--- src/sv/anog_pkg.sv ---
// ============================================================================
// anog_pkg
// Shared widths, constants, codes and types of the audio noise gate.
// ============================================================================
`default_nettype none

package anog_pkg;

    localparam int SAMPLE_W   = 16;
    localparam int COEFF_W    = 16;
    localparam int ENV_W      = COEFF_W + 1;
    localparam int THRESH_W   = SAMPLE_W - 1;
    localparam int HOLD_W     = 16;
    localparam int CNT_W      = 2;
    localparam int CFG_IDX_W  = 3;
    localparam int CFG_DATA_W = 16;
    localparam int MAG_W      = SAMPLE_W + 1;
    localparam int MUL_A_W    = ENV_W + 1;
    localparam int PROD_W     = 2 * MUL_A_W;

    // Envelope full scale and the open / close decision levels
    localparam int ENV_ONE_I     = 1 << COEFF_W;
    localparam int OPEN_LEVEL_I  = (ENV_ONE_I * 999 + 999) / 1000;
    localparam int CLOSE_LEVEL_I = (ENV_ONE_I + 999) / 1000;

    localparam logic [ENV_W-1:0] ENV_ONE     = ENV_W'(ENV_ONE_I);
    localparam logic [ENV_W-1:0] OPEN_LEVEL  = ENV_W'(OPEN_LEVEL_I);
    localparam logic [ENV_W-1:0] CLOSE_LEVEL = ENV_W'(CLOSE_LEVEL_I);

    // Configuration register indexes
    localparam logic [CFG_IDX_W-1:0] REG_THRESHOLD = 3'd0;
    localparam logic [CFG_IDX_W-1:0] REG_ATTACK    = 3'd1;
    localparam logic [CFG_IDX_W-1:0] REG_RELEASE   = 3'd2;
    localparam logic [CFG_IDX_W-1:0] REG_HOLD      = 3'd3;
    localparam logic [CFG_IDX_W-1:0] REG_CHANNELS  = 3'd4;

    // Gate phases
    localparam int PHASE_W = 3;
    localparam logic [PHASE_W-1:0] PH_CLOSED  = 3'd0;
    localparam logic [PHASE_W-1:0] PH_ATTACK  = 3'd1;
    localparam logic [PHASE_W-1:0] PH_OPEN    = 3'd2;
    localparam logic [PHASE_W-1:0] PH_HOLD    = 3'd3;
    localparam logic [PHASE_W-1:0] PH_RELEASE = 3'd4;

    typedef struct packed {
        logic [THRESH_W-1:0] threshold_level;
        logic [COEFF_W-1:0]  attack_coeff;
        logic [COEFF_W-1:0]  release_coeff;
        logic [HOLD_W-1:0]   hold_samples;
        logic [CNT_W-1:0]    channel_count;
    } cfg_t;

    // One classified frame as it waits between front and back
    typedef struct packed {
        logic [SAMPLE_W-1:0] sample_0;
        logic [SAMPLE_W-1:0] sample_1;
        logic                trig;
        logic                dual;
        logic                block_end;
    } frame_t;

endpackage

`default_nettype wire

--- src/sv/anog_front.sv ---
// ============================================================================
// anog_front
// Accepts frames, compares each channel's magnitude with the threshold, flags the
// trigger and queues the classified frame in a two-entry queue for the back end.
// ============================================================================
`default_nettype none

module anog_front (
    input  wire                              clk,
    input  wire                              rst_n,
    input  wire  anog_pkg::cfg_t             cfg,
    input  wire                              s_axis_tvalid,
    output logic                             s_axis_tready,
    input  wire  [2*anog_pkg::SAMPLE_W-1:0]  s_axis_tdata,   // sample_0, sample_1
    input  wire                              s_axis_tlast,   // block_end
    output logic                             q_valid,
    output anog_pkg::frame_t                 q_frame,
    input  wire                              q_pop
);

    logic [anog_pkg::SAMPLE_W-1:0] s0;
    logic [anog_pkg::SAMPLE_W-1:0] s1;
    logic [anog_pkg::MAG_W-1:0]    sx0;
    logic [anog_pkg::MAG_W-1:0]    sx1;
    logic [anog_pkg::MAG_W-1:0]    mag0;
    logic [anog_pkg::MAG_W-1:0]    mag1;
    logic [anog_pkg::MAG_W-1:0]    thr;
    logic                          dual;
    logic                          trig;
    logic                          push;
    anog_pkg::frame_t              new_frame;

    anog_pkg::frame_t entries_reg [2];
    logic [1:0]       count_reg;
    logic [1:0]       count_next;
    logic             wr_ptr_reg;
    logic             rd_ptr_reg;

    assign s0   = s_axis_tdata[anog_pkg::SAMPLE_W-1:0];
    assign s1   = s_axis_tdata[2*anog_pkg::SAMPLE_W-1:anog_pkg::SAMPLE_W];
    assign sx0  = {s0[anog_pkg::SAMPLE_W-1], s0};
    assign sx1  = {s1[anog_pkg::SAMPLE_W-1], s1};
    assign mag0 = s0[anog_pkg::SAMPLE_W-1] ? (~sx0 + anog_pkg::MAG_W'(1)) : sx0;
    assign mag1 = s1[anog_pkg::SAMPLE_W-1] ? (~sx1 + anog_pkg::MAG_W'(1)) : sx1;
    assign thr  = {2'b00, cfg.threshold_level};

    // Zero channels counts as one, three as two
    assign dual = cfg.channel_count[1];
    assign trig = (mag0 > thr) || (dual && (mag1 > thr));

    assign new_frame.sample_0  = s0;
    assign new_frame.sample_1  = s1;
    assign new_frame.trig      = trig;
    assign new_frame.dual      = dual;
    assign new_frame.block_end = s_axis_tlast;

    assign s_axis_tready = (count_reg != 2'd2);
    assign push          = s_axis_tvalid && s_axis_tready;
    assign q_valid       = (count_reg != 2'd0);
    assign q_frame       = entries_reg[rd_ptr_reg];

    always_comb
    begin
        count_next = count_reg;
        if (push && !q_pop)
        begin
            count_next = count_reg + 2'd1;
        end
        else if (!push && q_pop)
        begin
            count_next = count_reg - 2'd1;
        end
    end

    always_ff @(posedge clk or negedge rst_n)
    begin
        if (!rst_n)
        begin
            count_reg  <= 2'd0;
            wr_ptr_reg <= 1'b0;
            rd_ptr_reg <= 1'b0;
        end
        else
        begin
            count_reg <= count_next;
            if (push)
            begin
                wr_ptr_reg <= ~wr_ptr_reg;
            end
            if (q_pop)
            begin
                rd_ptr_reg <= ~rd_ptr_reg;
            end
        end
    end

    always_ff @(posedge clk)
    begin
        if (push)
        begin
            entries_reg[wr_ptr_reg] <= new_frame;
        end
    end

endmodule

`default_nettype wire

--- src/sv/anog_back.sv ---
// ============================================================================
// anog_back
// Runs the gate phase machine and envelope, then scales both channels with
// one shared multiplier and holds the result in an output register.
// ============================================================================
`default_nettype none

module anog_back (
    input  wire                              clk,
    input  wire                              rst_n,
    input  wire  anog_pkg::cfg_t             cfg,
    input  wire                              q_valid,
    input  wire  anog_pkg::frame_t           q_frame,
    output logic                             q_pop,
    output logic                             m_axis_tvalid,
    input  wire                              m_axis_tready,
    output logic [2*anog_pkg::SAMPLE_W-1:0]  m_axis_tdata,   // gated_0, gated_1
    output logic                             m_axis_tuser,   // gate_open
    output logic                             m_axis_tlast    // block_end_out
);

    localparam logic [2:0] ST_IDLE = 3'd0;
    localparam logic [2:0] ST_UPD  = 3'd1;
    localparam logic [2:0] ST_MUL0 = 3'd2;
    localparam logic [2:0] ST_MUL1 = 3'd3;
    localparam logic [2:0] ST_DONE = 3'd4;

    localparam int SW = anog_pkg::SAMPLE_W;
    localparam int EW = anog_pkg::ENV_W;
    localparam int CW = anog_pkg::COEFF_W;
    localparam int AW = anog_pkg::MUL_A_W;
    localparam int PW = anog_pkg::PROD_W;

    logic [2:0]                      state_reg;
    logic [2:0]                      state_next;
    logic [anog_pkg::PHASE_W-1:0]    phase_reg;
    logic [anog_pkg::PHASE_W-1:0]    phase_next;
    logic [EW-1:0]                   env_reg;
    logic [EW-1:0]                   env_next;
    logic [anog_pkg::HOLD_W-1:0]     hold_reg;
    logic [anog_pkg::HOLD_W-1:0]     hold_next;
    logic                            flag_reg;
    logic                            flag_next;
    logic                            out_valid_reg;

    anog_pkg::frame_t                item_reg;
    logic signed [PW-1:0]            prod_reg;
    logic [SW-1:0]                   gated0_reg;
    logic [2*SW-1:0]                 out_data_reg;
    logic                            out_flag_reg;
    logic                            out_last_reg;

    logic                            out_load;
    logic                            start;
    logic                            mul_en;
    logic signed [AW-1:0]            mul_a;
    logic signed [PW-1:0]            mul_p;
    logic [CW-1:0]                   coeff;
    logic [CW+EW:0]                  attack_sum;
    logic [EW-1:0]                   attack_env;
    logic [EW-1:0]                   release_env;
    logic [SW-1:0]                   gated1;

    assign out_load = (state_reg == ST_DONE) && (!out_valid_reg || m_axis_tready);
    assign start    = q_valid && ((state_reg == ST_IDLE) || out_load);
    assign q_pop    = start;
    assign mul_en   = start || (state_reg == ST_MUL0) || (state_reg == ST_MUL1);

    // Shared multiplier: envelope pole at start, then each channel
    assign coeff = (phase_reg == anog_pkg::PH_ATTACK) ? cfg.attack_coeff : cfg.release_coeff;

    always_comb
    begin
        unique case (state_reg)
            ST_MUL0: mul_a = AW'($signed(item_reg.sample_0));
            ST_MUL1: mul_a = AW'($signed(item_reg.sample_1));
            default: mul_a = $signed({2'b00, coeff});
        endcase
    end

    assign mul_p = mul_a * $signed({1'b0, env_reg});

    // Attack rounds up so the envelope always climbs toward full scale
    assign attack_sum  = {2'b00, prod_reg[2*CW-1:0]}
                       + {1'b0, (anog_pkg::ENV_ONE - {1'b0, cfg.attack_coeff}),
                          {CW{1'b1}}};
    assign attack_env  = attack_sum[CW+EW-1:CW];
    assign release_env = prod_reg[CW+EW-1:CW];

    always_comb
    begin
        phase_next = phase_reg;
        env_next   = env_reg;
        hold_next  = hold_reg;
        flag_next  = flag_reg;
        unique case (phase_reg)
            anog_pkg::PH_ATTACK:
            begin
                env_next = attack_env;
                if (attack_env >= anog_pkg::OPEN_LEVEL)
                begin
                    env_next   = anog_pkg::ENV_ONE;
                    phase_next = anog_pkg::PH_OPEN;
                    flag_next  = 1'b1;
                end
                if (!item_reg.trig)
                begin
                    phase_next = anog_pkg::PH_HOLD;
                    hold_next  = cfg.hold_samples;
                end
            end
            anog_pkg::PH_OPEN:
            begin
                env_next = anog_pkg::ENV_ONE;
                if (!item_reg.trig)
                begin
                    phase_next = anog_pkg::PH_HOLD;
                    hold_next  = cfg.hold_samples;
                end
            end
            anog_pkg::PH_HOLD:
            begin
                env_next = anog_pkg::ENV_ONE;
                priority if (item_reg.trig)
                begin
                    phase_next = anog_pkg::PH_OPEN;
                end
                else if (hold_reg <= anog_pkg::HOLD_W'(1))
                begin
                    hold_next  = '0;
                    phase_next = anog_pkg::PH_RELEASE;
                end
                else
                begin
                    hold_next = hold_reg - anog_pkg::HOLD_W'(1);
                end
            end
            anog_pkg::PH_RELEASE:
            begin
                env_next = release_env;
                if (release_env < anog_pkg::CLOSE_LEVEL)
                begin
                    env_next   = '0;
                    phase_next = anog_pkg::PH_CLOSED;
                    flag_next  = 1'b0;
                end
                if (item_reg.trig)
                begin
                    phase_next = anog_pkg::PH_ATTACK;
                end
            end
            default:
            begin
                phase_next = item_reg.trig ? anog_pkg::PH_ATTACK : anog_pkg::PH_CLOSED;
            end
        endcase
    end

    always_comb
    begin
        state_next = state_reg;
        unique case (state_reg)
            ST_IDLE: state_next = q_valid ? ST_UPD : ST_IDLE;
            ST_UPD:  state_next = ST_MUL0;
            ST_MUL0: state_next = ST_MUL1;
            ST_MUL1: state_next = ST_DONE;
            ST_DONE:
            begin
                if (out_load)
                begin
                    state_next = q_valid ? ST_UPD : ST_IDLE;
                end
            end
            default: state_next = ST_IDLE;
        endcase
    end

    assign gated1 = item_reg.dual ? prod_reg[CW+SW-1:CW] : '0;

    always_ff @(posedge clk or negedge rst_n)
    begin
        if (!rst_n)
        begin
            state_reg     <= ST_IDLE;
            phase_reg     <= anog_pkg::PH_CLOSED;
            env_reg       <= '0;
            hold_reg      <= '0;
            flag_reg      <= 1'b0;
            out_valid_reg <= 1'b0;
        end
        else
        begin
            state_reg <= state_next;
            if (state_reg == ST_UPD)
            begin
                phase_reg <= phase_next;
                env_reg   <= env_next;
                hold_reg  <= hold_next;
                flag_reg  <= flag_next;
            end
            if (out_load)
            begin
                out_valid_reg <= 1'b1;
            end
            else if (m_axis_tready)
            begin
                out_valid_reg <= 1'b0;
            end
        end
    end

    always_ff @(posedge clk)
    begin
        if (start)
        begin
            item_reg <= q_frame;
        end
        if (mul_en)
        begin
            prod_reg <= mul_p;
        end
        if (state_reg == ST_MUL1)
        begin
            gated0_reg <= prod_reg[CW+SW-1:CW];
        end
        if (out_load)
        begin
            out_data_reg <= {gated1, gated0_reg};
            out_flag_reg <= flag_reg;
            out_last_reg <= item_reg.block_end;
        end
    end

    assign m_axis_tvalid = out_valid_reg;
    assign m_axis_tdata  = out_data_reg;
    assign m_axis_tuser  = out_flag_reg;
    assign m_axis_tlast  = out_last_reg;

endmodule

`default_nettype wire

--- src/sv/audio_noise_gate_unit.sv ---
// ============================================================================
// audio_noise_gate_unit
// Noise gate with attack, hold and release over stereo audio frames.
// ============================================================================
// One frame enters on the s_axis channel (two Q1.15 samples, block end on
// tlast) and one gated frame leaves on m_axis (two scaled samples, gate-open
// flag on tuser, block end on tlast). The user must write registers through
// cfg_we, cfg_index and cfg_data only while no frame is in flight; the block
// itself does not enforce this. Unknown indexes are dropped.
// A front end classifies each frame against the threshold and places it in a
// two-entry queue. The back end then works on one frame at a time on its one
// shared 18x18 multiplier: envelope pole, state update, channel zero and
// channel one, then loads the output register. It takes the next waiting frame
// from the queue in the same cycle that it loads the output register.
// Reset clears the queue, the output valid flag and the gate (closed, envelope
// zero, hold zero, flag low) and loads the default register values.
// When the receiver stalls, the result holds in the output register, the back
// end waits with the next result ready, and the queue fills before tready
// drops.
`default_nettype none

module audio_noise_gate_unit (
    input  wire                                 clk,
    input  wire                                 rst_n,
    input  wire                                 cfg_we,
    input  wire  [anog_pkg::CFG_IDX_W-1:0]      cfg_index,
    input  wire  [anog_pkg::CFG_DATA_W-1:0]     cfg_data,
    input  wire                                 s_axis_tvalid,
    output logic                                s_axis_tready,
    input  wire  [2*anog_pkg::SAMPLE_W-1:0]     s_axis_tdata,   // sample_0, sample_1
    input  wire                                 s_axis_tlast,   // block_end
    output logic                                m_axis_tvalid,
    input  wire                                 m_axis_tready,
    output logic [2*anog_pkg::SAMPLE_W-1:0]     m_axis_tdata,   // gated_0, gated_1
    output logic                                m_axis_tuser,   // gate_open
    output logic                                m_axis_tlast    // block_end_out
);

    anog_pkg::cfg_t   cfg_reg;
    logic             q_valid;
    logic             q_pop;
    anog_pkg::frame_t q_frame;

    always_ff @(posedge clk or negedge rst_n)
    begin
        if (!rst_n)
        begin
            cfg_reg.threshold_level <= anog_pkg::THRESH_W'(327);
            cfg_reg.attack_coeff    <= anog_pkg::COEFF_W'(64213);
            cfg_reg.release_coeff   <= anog_pkg::COEFF_W'(65480);
            cfg_reg.hold_samples    <= anog_pkg::HOLD_W'(2400);
            cfg_reg.channel_count   <= anog_pkg::CNT_W'(2);
        end
        else if (cfg_we)
        begin
            unique case (cfg_index)
                anog_pkg::REG_THRESHOLD:
                    cfg_reg.threshold_level <= cfg_data[anog_pkg::THRESH_W-1:0];
                anog_pkg::REG_ATTACK:
                    cfg_reg.attack_coeff <= cfg_data[anog_pkg::COEFF_W-1:0];
                anog_pkg::REG_RELEASE:
                    cfg_reg.release_coeff <= cfg_data[anog_pkg::COEFF_W-1:0];
                anog_pkg::REG_HOLD:
                    cfg_reg.hold_samples <= cfg_data[anog_pkg::HOLD_W-1:0];
                anog_pkg::REG_CHANNELS:
                    cfg_reg.channel_count <= cfg_data[anog_pkg::CNT_W-1:0];
                default:
                begin
                end
            endcase
        end
    end

    anog_front u_front (
        .clk           (clk),
        .rst_n         (rst_n),
        .cfg           (cfg_reg),
        .s_axis_tvalid (s_axis_tvalid),
        .s_axis_tready (s_axis_tready),
        .s_axis_tdata  (s_axis_tdata),
        .s_axis_tlast  (s_axis_tlast),
        .q_valid       (q_valid),
        .q_frame       (q_frame),
        .q_pop         (q_pop)
    );

    anog_back u_back (
        .clk           (clk),
        .rst_n         (rst_n),
        .cfg           (cfg_reg),
        .q_valid       (q_valid),
        .q_frame       (q_frame),
        .q_pop         (q_pop),
        .m_axis_tvalid (m_axis_tvalid),
        .m_axis_tready (m_axis_tready),
        .m_axis_tdata  (m_axis_tdata),
        .m_axis_tuser  (m_axis_tuser),
        .m_axis_tlast  (m_axis_tlast)
    );

endmodule

`default_nettype wire

--- config.mk ---
export PLATFORM = sky130hd
export DESIGN_NAME = audio_noise_gate_unit
export DESIGN_NICKNAME = d
export VERILOG_FILES = /design/src/sv/anog_pkg.sv /design/src/sv/anog_front.sv /design/src/sv/anog_back.sv /design/src/sv/audio_noise_gate_unit.sv
export SDC_FILE = /design/constraint.sdc
export NUM_CORES = 1
export LEC_CHECK = 0
export BUFFER_PORTS_ARGS = -buffer_cell sky130_fd_sc_hd__clkbuf_2
export CORE_AREA = 2 2 230 232
export DETAILED_ROUTE_END_ITERATION = 12
export DIE_AREA = 0 0 232 234
export SLEW_MARGIN = 20
export SYNTH_ARGS = -nofsm -noshare
export SYNTH_HDL_FRONTEND = slang
export SYNTH_SLANG_ARGS = --single-unit
--- constraint.sdc ---
create_clock -name clk -period 10 [get_ports clk]
set_clock_uncertainty 0.15 [all_clocks]
set_input_delay 0.5 -clock clk [delete_from_list [all_inputs] [get_ports clk]]
set_output_delay 0.5 -clock clk [all_outputs]
set_load 0.005 [all_outputs]
==> results of run 1 <==
[cell usage in the layout (no fill, tap or decap), drive strengths merged, types with 14 or more instances in the layout]
cell / netlist / layout
clkbuf: 75 / 137
nand3: 17 / 17
and2: 215 / 215
o21ai: 83 / 83
dfrtp: 77 / 77
inv: 388 / 390
a21o: 16 / 16
a211oi: 21 / 21
nor4: 20 / 20
a31oi: 25 / 25
dfstp: 32 / 32
ha: 135 / 135
edfxtp: 188 / 188
mux2: 83 / 83
nor3: 22 / 22
nand2b: 15 / 15
fa: 284 / 284
and3: 14 / 14
nor2: 63 / 63
xor2: 18 / 18
buf: 7 / 35
o31ai: 14 / 14
a21oi: 73 / 73
nand2: 223 / 223
xnor2: 87 / 87
[per-layer routing]
layer	part of all wire [%]	routed length, um	vias to the layer above	track usage, %
li1	-	-	7773	-
met1	41	26000	8590	30.3
met2	51	32300	438	43.3
met3	4.1	2580	134	2.85
met4	4.1	2570	2	9.33
met5	0.020	13	-	0
[per-stage QoR]
step | setup WS [ns] | cell area (um^2) | utilization [%]
3_3_place_gp | 1.66 | 26000 | 49.9
3_5_place_dp | 1.49 | 26000 | 49.9
2_1_floorplan | 2.16 | 24700 | -
4_1_cts | 1.47 | 27100 | 52.1
5_1_grt | 0.921 | 27100 | 52.1
6_report | 1.40 | 27100 | 52.1
[path summary, 6_finish.rpt]
path / end / startpoint / cells past startpoint
setup / recovery: u_back.prod_reg[32] / u_back.state_reg[0] / 23
hold reg to reg: u_back.m_axis_tdata[12] / u_back.gated0_reg[12] / 0
setup reg to reg: u_back.prod_reg[32] / u_back.state_reg[0] / 23
max in group asynchronous: u_back.env_reg[1] / rst_n / 3
hold / removal: u_front.entries_reg[0][8] / s_axis_tdata[21] / 1
min in group asynchronous: cfg_reg[12] / rst_n / 2
[kinds of logic (layout without fill, tap and decap cells)]
group                    Yosys count  count (layout)  synth area share (%)
AND/OR/NAND/NOR                  643             643                  13.3
adder cells (fa/ha/maj)          419             419                  29.8
XOR/XNOR                         105             105                  3.72
buffers and inverters            470             578                  7.20
AO/OA/AOI/OAI                    308             308                  7.96
flip-flops                       297             297                  34.0
multiplexers                      85              85                  3.91
[layout make-up]
cell class	count	area [um^2]
clock buffer	46	956
clock inverter	12	108
fill	4659	24900
inverter	388	1460
multi-input combinational	1560	14500
sequential	297	8410
tap	688	861
timing repair buffer	132	795
==> results.sh, run 1 <==
export IMPL_status="finished, final reports clean"
export IMPL_cts_sinks=297
export IMPL_synth_common_cells="inv_1, fa_1, nand2_1"
export IMPL_diodes=0
export IMPL_drive_gt1_share_pct=12.9
export IMPL_die_h_um=234
export IMPL_cp_common_cell="fa_1"
export IMPL_tightest_slew_ns=1.06
export IMPL_end_kind="flip-flop"
export IMPL_ff2ff_setup_slack_ns=1.40
export IMPL_yosysTopAreaCellShare_pct=23.0
export IMPL_synth_seq_cells=297
export IMPL_wl_per_cell_um=20.3
export IMPL_setup_violations=0
export IMPL_first_pass_iters=5
export IMPL_max_cap_violations=0
export IMPL_synth_cells=2327
export IMPL_cts_resized_gates=0
export IMPL_core_um2=52000
export IMPL_cts_root_buf="clkbuf_16"
export IMPL_max_freq_ghz=0.116
export IMPL_port_buffers=92
export IMPL_ys_flop_type="edfxtp_1"
export IMPL_synthTopCellsByArea="fa_1, edfxtp_1, dfrtp_1"
export IMPL_cp_start_kind="flip-flop"
export IMPL_vias=16900
export IMPL_syn_area_um2=24700
export IMPL_critPathMaxFanout=24
export IMPL_initial_core_util_pct=47.5
export IMPL_dpl_hpwl_um=48600
export IMPL_cts_max_level=1
export IMPL_hold_viol=0
export IMPL_synthesis_nets=2803
export IMPL_yosys_warnings=0
export IMPL_largest_reg_flops=70
export IMPL_cts_made_buffers=31
export IMPL_viasPerCell=5.42
export IMPL_drv_slew=0
export IMPL_setup_tns_ns=0
export IMPL_die_area_um2=54300
export IMPL_cts_tree="done"
export IMPL_grt_pass1_wl_um=101000
export IMPL_clockBufferDepth=3
export IMPL_post_route_period_util_pct=86.0
export IMPL_synth_area_leader_cell="fa_1"
export IMPL_clk_latency_ns=0.59
export IMPL_syn_to_final_growth_pct=9.75
export IMPL_relSlewSlack_pct=29.1
export IMPL_worst_ep_arrival_time_ns=8.78
export IMPL_die_w_um=232
export IMPL_gp_congestion=0.905
export IMPL_synth_most_common_cell="inv_1"
export IMPL_grt_pass1_vias=18100
export IMPL_cp_required_ns=10.18
export IMPL_crit_type="reg2reg"
export IMPL_fin_crit_ns=8.60
export IMPL_cp_top_family="adder cells"
export IMPL_final_cells=3123
export IMPL_synth_edf_count=188
export IMPL_grt_max_degree=78
export IMPL_grt_ovfl_total=0
export IMPL_cts_setup_buffers=0
export IMPL_ys_seq_area_share_pct=34.0
export IMPL_nNetsFinal=2886
export IMPL_holdWs_ns=0.0275
export IMPL_placed_cells=3058
export IMPL_row_count=84
export IMPL_ant_nets=0
export IMPL_track_usage_pct=24.3
export IMPL_hold_class="in2reg"
export IMPL_ios=93
export IMPL_grt_setup_unrepaired="false"
export IMPL_syn_area_per_cell_um2=10.6
export IMPL_antenna_found_initial=1
export IMPL_critPathMaxStageDelay_ns=0.73
export IMPL_cp_cell_sequence="inv_1 -> a211oi_1 -> a31oi_1 -> buf_4 -> and2_1 -> fa_1 -> inv_1 -> fa_1 -> fa_1 -> fa_1 -> inv_1 -> fa_1 -> fa_1 -> ha_1 -> a21oi_1 -> o21ai_0 -> a41oi_1 -> o221ai_1 -> a41o_1 -> a2111oi_0 -> o31ai_1 -> a21oi_1 -> xnor2_1"
export IMPL_slowest_stage="dfrtp_1"
export IMPL_crit_buf_inv=4
export IMPL_clkTransAtPathRegs_ns=0.06
export IMPL_synth_cell_types=69
export IMPL_cts_hold_buffers=6
export IMPL_drt_iter0_drc=1129
export IMPL_ys_async_sr_fraction_pct=36.7
export IMPL_wirelength_um=63500
export IMPL_route_detailed_drc=0
Power of run 1 is not shown: default switching activity piles up to over one toggle a cycle in this logic, so the estimate is an artifact.
==> run 2, diff against run 1 <==
CORE_AREA = 8 8 236 238   (was 2 2 230 232)
DIE_AREA = 0 0 244 246   (was 0 0 232 234)
==> results.sh, run 2 (synthesis gave the netlist of run 1 again) <==
export IMPL_status="finished, final reports clean"
export IMPL_fin_crit_ns=8.42
export IMPL_hold_class="in2reg"
export IMPL_crit_type="reg2reg"
export IMPL_dp_slack_ns=1.64
export IMPL_setup_violations=0
export IMPL_clkTransAtPathRegs_ns=0.06
export IMPL_tightest_slew_ns=1.05
export IMPL_ant_nets=0
export IMPL_largest_reg_flops=70
export IMPL_die_h_um=246
export IMPL_post_route_period_util_pct=84.2
export IMPL_cts_max_level=2
export IMPL_worst_ep_arrival_time_ns=8.57
export IMPL_diodes=0
export IMPL_cts_setup_buffers=0
export IMPL_cp_required_ns=10.15
export IMPL_core_um2=52000
export IMPL_cts_root_buf="clkbuf_16"
export IMPL_syn_to_final_growth_pct=9.91
export IMPL_nNetsFinal=2883
export IMPL_vias=17000
export IMPL_die_area_um2=60000
export IMPL_gp_congestion=0.965
export IMPL_grt_max_degree=76
export IMPL_cp_start_kind="flip-flop"
export IMPL_cts_resized_gates=0
export IMPL_initial_core_util_pct=47.5
export IMPL_antenna_found_initial=0
export IMPL_holdWs_ns=0.0335
export IMPL_clockBufferDepth=3
export IMPL_wl_per_cell_um=20.8
export IMPL_drv_slew=0
export IMPL_final_common_cell="inv_1"
export IMPL_ios=93
export IMPL_viasPerCell=5.46
export IMPL_final_fill_count=4634
export IMPL_cts_hold_buffers=2
export IMPL_row_count=84
export IMPL_max_cap_violations=0
export IMPL_hold_viol=0
export IMPL_port_buffers=92
export IMPL_grt_ovfl_total=0
export IMPL_route_detailed_drc=0
export IMPL_cts_tree="done"
export IMPL_die_w_um=244
export IMPL_layout_common_cells="inv_1, fa_1, nand2_1"
export IMPL_grt_pass1_vias=18100
export IMPL_cts_sinks=297
export IMPL_track_usage_pct=21.9
export IMPL_end_kind="flip-flop"
export IMPL_setup_tns_ns=0
export IMPL_drt_iter0_drc=1147
export IMPL_dpl_hpwl_um=49800
export IMPL_drive_gt1_share_pct=12.8
export IMPL_first_pass_iters=5
export IMPL_grt_pass1_wl_um=102000
export IMPL_clk_latency_ns=0.55
export IMPL_critPathMaxFanout=24
export IMPL_max_freq_ghz=0.119
export IMPL_cts_made_buffers=35
export IMPL_grt_setup_unrepaired="false"
export IMPL_relSlewSlack_pct=29.9
export IMPL_fin_ws_ns=1.58
export IMPL_wirelength_um=65000
## run 2: routing by layer
layer | track usage, % | wire length (um) | vias up
li1 | - | - | 7764
met1 | 26.9 | 26300 | 8598
met2 | 37.7 | 32400 | 486
met3 | 2.78 | 2660 | 184
met4 | 11.0 | 3560 | 0
met5 | 0 | 0 | -
## run 2: per-stage QoR
step / instances / util [%] / area, um^2
floorplan: 2327 / - / 24700
global placement: 3055 / 49.9 / 26000
detailed placement: 3055 / 49.9 / 26000
CTS: 3121 / 52.2 / 27100
global route: 3122 / 52.2 / 27200
finish: 3122 / 52.2 / 27200
## run 2: cell type report
class                           count  area, um^2  area share [%]
Clock buffer                       53        1070            3.93
Clock inverter                     11         101           0.373
Inverter                          388        1460            5.36
Multi-Input combinational cell   1560       14500            53.5
Sequential cell                   297        8410            31.0
Tap cell                          688         861            3.17
Timing Repair Buffer              125         728            2.68
## run 2: path summary, 6_finish.rpt
check,from,end,slack [ns],cells past startpoint
worst max-delay path,u_back.state_reg[0],u_back.prod_reg[32],1.58,23
worst min-delay path,s_axis_tdata[26],u_front.entries_reg[0][13],0.03,1
worst max register to register,u_back.state_reg[0],u_back.prod_reg[32],1.58,23
worst min register to register,u_back.gated0_reg[10],u_back.m_axis_tdata[10],0.27,0
max in group asynchronous,rst_n,u_back.env_reg[1],8.05,3
min in group asynchronous,rst_n,cfg_reg[12],0.31,2
## run 2: critical path, stage by stage, from the launching register on
cell and delay, ns:
dfrtp_1 0.75, inv_1 0.41, a211oi_1 0.41, a31oi_1 0.09
buf_4 0.26, and2_1 0.20, fa_1 0.50, inv_1 0.05
fa_1 0.45, fa_1 0.49, fa_1 0.54, inv_1 0.05
fa_1 0.49, fa_1 0.44, ha_1 0.37, a21oi_1 0.38
o21ai_0 0.15, a41oi_1 0.48, o221ai_1 0.25, a41o_1 0.31
a2111oi_0 0.52, o31ai_1 0.16, a21oi_1 0.20, xnor2_1 0.08
Power of run 2 is left out for the same reason.
==> run 3, diff against run 2 <==
PLACE_DENSITY = 0.67   (was default)
clock period = 6.8 ns   (was 10 ns; I/O delays follow)
==> results.sh, run 3 (synthesis gave the netlist of run 1 again) <==
export IMPL_hold_viol=0
export IMPL_syn_to_final_growth_pct=22.1
export IMPL_die_w_um=244
export IMPL_grt_pass1_vias=19500
export IMPL_setup_violations=5
export IMPL_min_to="u_front.entries_reg[0][34]"
export IMPL_ff2ff_setup_slack_ns=-0.24
export IMPL_final_common_cell="inv_1"
export IMPL_slowest_stage="fa_1"
export IMPL_ff2ff_path_depth=24
export IMPL_tightest_slew_ns=1.07
export IMPL_hold_class="in2reg"
export IMPL_cts_sinks=297
export IMPL_status="complete, but fails checks"
export IMPL_grt_ovfl_total=0
export IMPL_drt_iter0_drc=1190
export IMPL_max_freq_ghz=0.142
export IMPL_fin_ws_ns=-0.245
export IMPL_nNetsFinal=3135
export IMPL_cts_tree="done"
export IMPL_max_cap_violations=0
export IMPL_hp_start="s_axis_tdata[15]"
export IMPL_layout_common_cells="inv_1, fa_1, nand2_1"
export IMPL_viasPerCell=5.38
export IMPL_drive_gt1_share_pct=23.4
export IMPL_die_h_um=246
export IMPL_first_pass_iters=7
export IMPL_grt_setup_unrepaired="true"
export IMPL_post_route_period_util_pct=104
export IMPL_cp_cell_sequence="inv_2 -> nand3_2 -> buf_4 -> nand2_1 -> a31oi_4 -> buf_12 -> buf_4 -> and2_1 -> fa_1 -> fa_1 -> fa_1 -> fa_1 -> fa_1 -> fa_1 -> ha_4 -> buf_4 -> a221oi_2 -> a21boi_2 -> nor4_2 -> a21oi_2 -> a2111oi_1 -> o21bai_1 -> a21oi_1 -> xnor2_1"
export IMPL_grt_pass1_wl_um=107000
export IMPL_r2r_end="u_back.prod_reg[31]"
export IMPL_fin_crit_ns=7.04
export IMPL_violations="negative setup slack"
export IMPL_drv_slew=0
export IMPL_relSlewSlack_pct=28.1
export IMPL_core_um2=52000
export IMPL_antenna_found_initial=1
export IMPL_cts_root_buf="clkbuf_16"
export IMPL_vias=18200
export IMPL_cp_start_kind="flip-flop"
export IMPL_post_route_util_pct=58.0
export IMPL_gp_congestion=0.927
export IMPL_wirelength_um=66800
export IMPL_clkTransAtPathRegs_ns=0.06
export IMPL_cp_common_cell="fa_1"
export IMPL_crit_type="reg2reg"
export IMPL_end_kind="flip-flop"
export IMPL_critPathMaxFanout=8
export IMPL_cts_made_buffers=30
export IMPL_critPathMaxStageDelay_ns=0.56
export IMPL_largest_reg_flops=70
export IMPL_dpl_hpwl_um=51100
export IMPL_wl_per_cell_um=19.8
export IMPL_ant_nets=0
export IMPL_port_buffers=92
export IMPL_clockBufferDepth=3
export IMPL_row_count=84
export IMPL_die_area_um2=60000
export IMPL_worst_r2r_startpoint="u_back.phase_reg[1]"
export IMPL_initial_core_util_pct=47.5
export IMPL_cts_max_level=1
export IMPL_clk_latency_ns=0.59
export IMPL_worstHoldPathCells=1
export IMPL_track_usage_pct=22.4
export IMPL_grt_max_degree=72
export IMPL_ios=93
export IMPL_cp_required_ns=6.99
export IMPL_route_detailed_drc=0
export IMPL_worst_ep_arrival_time_ns=7.24
run 3: changes by cell type in the layout (fill, tap and decap cells not counted), sizes merged:
cell / before / now
inv: 391 / 390
dlygate4sd3: 2 / 52
buf: 32 / 235
a31oi: 25 / 28
clkinv: 7 / 8
diode: 0 / 2
bufinv: 1 / 2
clkbuf: 144 / 134
clkinvlp: 0 / 2
run 3: timing repair:
item,CTS,global route
resized for setup,64,65
hold buffers,52,0
pin swaps,49,45
endpoints found under the setup margin,12,13
gates cloned,4,1
setup buffers,19,18
endpoints found under the hold margin,167,0
run 3: final cells by class:
type                    count  area, um^2
fillers                  4287       21900
multi-input cells        1563       15300
flip-flops and latches    297        8410
repair buffers            379        3080
inverters                 388        1460
clock buffers              42         903
well taps                 688         861
clock inverters            14         150
diodes                      2        5.00
run 3: worst max-delay path by stage:
stage / start / end / slack (ns) / cells after the start
floorplan: u_back.phase_reg[2] / u_back.prod_reg[32] / -0.03 / 28
global placement: u_back.phase_reg[1] / u_back.prod_reg[32] / -0.42 / 24
detailed placement: u_back.phase_reg[1] / u_back.prod_reg[32] / -0.59 / 26
CTS: u_back.state_reg[2] / u_back.prod_reg[32] / -0.22 / 25
global route: u_back.state_reg[0] / u_back.prod_reg[31] / -0.48 / 28
finish: u_back.phase_reg[1] / u_back.prod_reg[31] / -0.24 / 24
run 3: critical path: cells and delay by family, from the launching register on:
kind                     cells  cell delay (ns)
flip-flops                   1             0.40
adder cells (fa/ha/maj)      7             3.22
buffers and inverters        5             0.73
XOR/XNOR                     1             0.09
AO/OA/AOI/OAI                7             1.45
AND/OR/NAND/NOR              4             0.74
run 3: layer usage:
metal	wire, um	GRT usage, %	up-vias
met5	0	0	-
met4	2950	8.50	0
li1	-	-	8295
met2	34100	40.0	521
met1	26400	27.3	9166
met3	3330	3.27	169
run 3: per-stage QoR:
| stage | setup WS [ns] | std cells | setup TNS, ns | instance area, um^2 | hold slack, ns |
|---|---|---|---|---|---|
| 2_1_floorplan | -0.0266 | 2327 | -0.0377 | 25100 | -0.106 |
| 5_1_grt | -0.482 | 3372 | -1.77 | 30200 | 0.0881 |
| 6_report | -0.245 | 3373 | -0.616 | 30200 | 0.0888 |
| 3_5_place_dp | -0.587 | 3223 | -3.23 | 27600 | 0.188 |
| 3_3_place_gp | -0.417 | 3222 | -2.14 | 27600 | 0.180 |
| 4_1_cts | -0.221 | 3354 | -0.693 | 29800 | 0.0617 |
Power of run 3 is left out for the same reason.
